`src/hw/rtl/rps_ram.sv`:
```
// ----------------------------------------------------------------------------
// rps_ram
// Generic simple dual-port RAM, one write port and one registered read port.
// ----------------------------------------------------------------------------
module rps_ram #(
    parameter int WIDTH = 8,
    parameter int DEPTH = 16
) (
    input  logic                     clk,
    input  logic                     we,
    input  logic [$clog2(DEPTH)-1:0] waddr,
    input  logic [WIDTH-1:0]         wdata,
    input  logic                     re,
    input  logic [$clog2(DEPTH)-1:0] raddr,
    output logic [WIDTH-1:0]         rdata
);

    logic [WIDTH-1:0] mem [DEPTH];
    logic [WIDTH-1:0] rdata_reg;

    always_ff @(posedge clk)
    begin
        if (we)
        begin
            mem[waddr] <= wdata;
        end
        if (re)
        begin
            rdata_reg <= mem[raddr];
        end
    end

    assign rdata = rdata_reg;

endmodule

```
`config.mk`:
```
export PLATFORM = sky130hd
export DESIGN_NAME = rps_ram
export DESIGN_NICKNAME = d
export VERILOG_FILES = /design/src/hw/rtl/rps_ram.sv
export SDC_FILE = /design/constraint.sdc
export NUM_CORES = 1
export LEC_CHECK = 0
export BUFFER_PORTS_ARGS = -buffer_cell sky130_fd_sc_hd__buf_2
export CAP_MARGIN = 20
export CORE_MARGIN = 8
export CORE_UTILIZATION = 60
export DETAILED_ROUTE_END_ITERATION = 12
export GPL_ROUTABILITY_DRIVEN = 1
export PLACE_DENSITY = 0.81
export SETUP_SLACK_MARGIN = 0.3
export SYNTH_ARGS = -nofsm -noshare
export SYNTH_HDL_FRONTEND = slang
export SYNTH_SLANG_ARGS = --single-unit
```
`constraint.sdc`:
```
create_clock -name clk -period 4.9 [get_ports clk]
set_input_delay 0.245 -clock clk [delete_from_list [all_inputs] [get_ports clk]]
set_output_delay 0.245 -clock clk [all_outputs]
set_load 0.01 [all_outputs]
```
==> results.json <==
{
  "outcome": "complete, no violations",
  "core_um2": 8590,
  "post_synth_inst_count": 229,
  "vias_per_std_cell": 6.28,
  "row_count": 34,
  "synth_seq_area_share": 0.781,
  "ir_drop_v": 0.000314,
  "reg2reg_from": "mem[3][2]",
  "synth_common_cells": "sky130_fd_sc_hd__edfxtp_1 (136), sky130_fd_sc_hd__mux4_2 (18), sky130_fd_sc_hd__a22oi_1 (16), sky130_fd_sc_hd__mux4_1 (14), sky130_fd_sc_hd__nor2_1 (13)",
  "overflow": 0,
  "dieWidth_um": 109,
  "p_leak_nw": 2.00,
  "layoutNonFillerInstCount": 387,
  "grt_start_max_net_pins": 33,
  "crit_fanout": 32,
  "vias_in_the_first_global_route": 2485,
  "cts_root_buf": "sky130_fd_sc_hd__clkbuf_8",
  "grt_pass1_wl_um": 15100,
  "power_report.internal_total_mw": 2.12,
  "cell_taking_the_most_area_after_synthesis": "sky130_fd_sc_hd__edfxtp_1",
  "port-buffer-count": 26,
  "clock-sinks": 136,
  "synth_enable_flop_cells": 136,
  "worst-slew-pin-transition_ns": 1.03,
  "power.sequential.fraction": 0.496,
  "critical_path.endpoint": "rdata[2]",
  "routed-via-count": 2432,
  "syn_to_final_growth_pct": 14.8,
  "half_perimeter_wire_length_after_placement_um": 6030,
  "number_of_antenna_violations_at_the_first_check_in_global_routing": 0,
  "routabilityCongestion": 0.721,
  "drt_wl_total_um": 10100,
  "fill_cells": 500,
  "post_synth_main_area_contributors": "sky130_fd_sc_hd__edfxtp_1 (78%), sky130_fd_sc_hd__mux4_2 (7.8%), sky130_fd_sc_hd__mux4_1 (7.0%), sky130_fd_sc_hd__a22oi_1 (2.3%), sky130_fd_sc_hd__nor2_1 (0.93%)",
  "cts_buffer_depth": 2,
  "io_pins": 27,
  "ctsResizeCount": 0,
  "relative_max_transition_margin": 0.316,
  "hold_class": "in2reg",
  "power_switching_uw": 534,
  "cts_setup_buffers": 0,
  "synth.net_count": 248,
  "worstSetupStartpoint": "raddr[0]",
  "final_antenna_net_count": 0,
  "final_min_period_over_clock_period": 0.382,
  "endpoint_class_of_the_critical_path": "flip-flop",
  "timing.final.crit_period_ns": 1.87,
  "max_slew_violation_total_from_the_final_report": 0,
  "drt_iter0_markers": 212,
  "clock_insertion_delay_at_the_later_pin_of_the_skew_report_ns": 0.51,
  "placed_cells": 355,
  "worst-endpoint-arrival_ns": 2.13,
  "post-synth-top-count-cell": "sky130_fd_sc_hd__edfxtp_1",
  "detailedRoute.firstPassIterationCount": 5,
  "worstReg2RegEnd": "rdata[2]",
  "multiInputGateArea_um2": 1070,
  "combinationalPowerShare": 0.043,
  "reg2reg_setup_slack_ns": 3.30,
  "powerDensity_nw_per_um2": 443,
  "synth_flop_type": "sky130_fd_sc_hd__edfxtp_1",
  "grt_usage": 0.183,
  "initial_core_utilization": 0.608,
  "pre_cts_slack_ns": 2.53,
  "regArea_um2": 4080,
  "drcViolationCount": 0,
  "setup_viol_count_final": 0,
  "largest_register_ff_count": 128,
  "synth_top_area_share": 0.781,
  "setup_slack_ns": 3.03,
  "finalNetCount": 285,
  "timing_hold_violations_final": 0,
  "maxCapViolations": 0,
  "maximum_clock_frequency_mhz": 534,
  "cts_hold_buffers": 0,
  "timing_worst_setup_path_type": "in2reg",
  "numCtsBuffers": 17,
  "total_power_mw": 2.66,
  "insertedDiodeCount": 0,
  "route.detailed.wl_per_inst_um": 26.1,
  "post_dp_cell_area_um2": 5430,
  "worstSetupStartpointType": "input pin",
  "final_design_area_no_fill_um2": 6000,
  "fp.dieArea_um2": 12000,
  "setup_total_negative_slack_ns": 0,
  "fin_worst_skew_ns": 0.00677,
  "post_synth.cell_area_avg_um2": 22.8,
  "grt_setup_unrepaired": "no",
  "die_span_y_um": 109,
  "clock_tree_from_tritoncts": "yes",
  "critical_path_required_ns": 5.15,
  "cts.htree.levels": 4,
  "swShare": 0.201,
  "flip_flop_and_latch_count_after_synthesis": 136,
  "ff2ff_path_depth": 3,
  "syn_area_um2": 5230,
  "power.share.clock": 0.461,
  "synthDistinctLibCells": 18,
  "synth-warning-count": 0,
  "synth-async-reset-ratio": 0,
  "worst_setup_hold_path_clk_slew_ns": 0.06,
  "layout-drive-gt1-share": 0.276
}
## layout by cell type (no fill, tap or decap), types with 2 or more instances in the layout
master,count
sky130_fd_sc_hd__a22oi_1,16
sky130_fd_sc_hd__buf_2,27
sky130_fd_sc_hd__bufinv_16,3
sky130_fd_sc_hd__clkbuf_16,16
sky130_fd_sc_hd__clkinv_1,3
sky130_fd_sc_hd__clkinv_2,3
sky130_fd_sc_hd__clkinvlp_4,3
sky130_fd_sc_hd__edfxtp_1,136
sky130_fd_sc_hd__mux4_1,14
sky130_fd_sc_hd__mux4_2,18
sky130_fd_sc_hd__nand2_1,9
sky130_fd_sc_hd__nand2b_1,2
sky130_fd_sc_hd__nand3b_1,2
sky130_fd_sc_hd__nor2_1,13
sky130_fd_sc_hd__nor3_1,2
sky130_fd_sc_hd__nor3_2,2
## layout make-up
class	count	area share
tap	108	0.0225
sequential	136	0.680
clock buffer	18	0.0696
multi-input combinational	83	0.178
timing repair buffer	28	0.0238
clock inverter	14	0.0261
## how the worst min path moves through the flow
stage,slack [ns],cells after the start,start,endpoint
after floorplan,0.34,0,wdata[0],mem[0][0]
after CTS,0.1,1,wdata[6],mem[10][6]
after global placement,0.62,1,wdata[6],mem[6][6]
after global routing,0.1,1,re,rdata[3]
after detailed placement,0.63,1,re,rdata[3]
final,0.10,1,re,rdata[3]
## per-layer routing
metal	part of all wire	global-route usage	wire length, um
met5	0	0	0
met4	0.0069	0.0800	70
met3	0.079	0.0481	799
met2	0.51	0.276	5110
met1	0.41	0.250	4140
## worst max-delay path: stages
cell and delay, ns:
sky130_fd_sc_hd__buf_2 0.76, sky130_fd_sc_hd__mux4_1 0.72, sky130_fd_sc_hd__a22oi_1 0.27, sky130_fd_sc_hd__nand2_1 0.12
## logic make-up (layout without fill, tap and decap cells)
logic type             Yosys count  after routing  share of synthesized area
flip-flops                     136            136                      0.781
AND/OR/NAND/NOR                 35             35                     0.0314
multiplexers                    32             32                      0.148
AO/OA/AOI/OAI                   16             16                     0.0230
buffers and inverters           10             60                     0.0165
## power by group through the flow
stage               clock (mW)  combinational (mW)  sequential, mW
detailed placement           0               0.113            1.34
CTS                       1.24               0.116            1.32
global placement             0               0.109            1.34
finish                    1.23               0.114            1.32
global route              1.29               0.123            1.32
floorplan                    0              0.0661            1.34
## stage by stage
step | util | hold slack, ns
floorplan | - | 0.344
global placement | 0.631 | 0.617
detailed placement | 0.632 | 0.633
CTS | 0.699 | 0.0953
global route | 0.699 | 0.0977
finish | 0.699 | 0.102
Power figures use the tool's default switching activity.
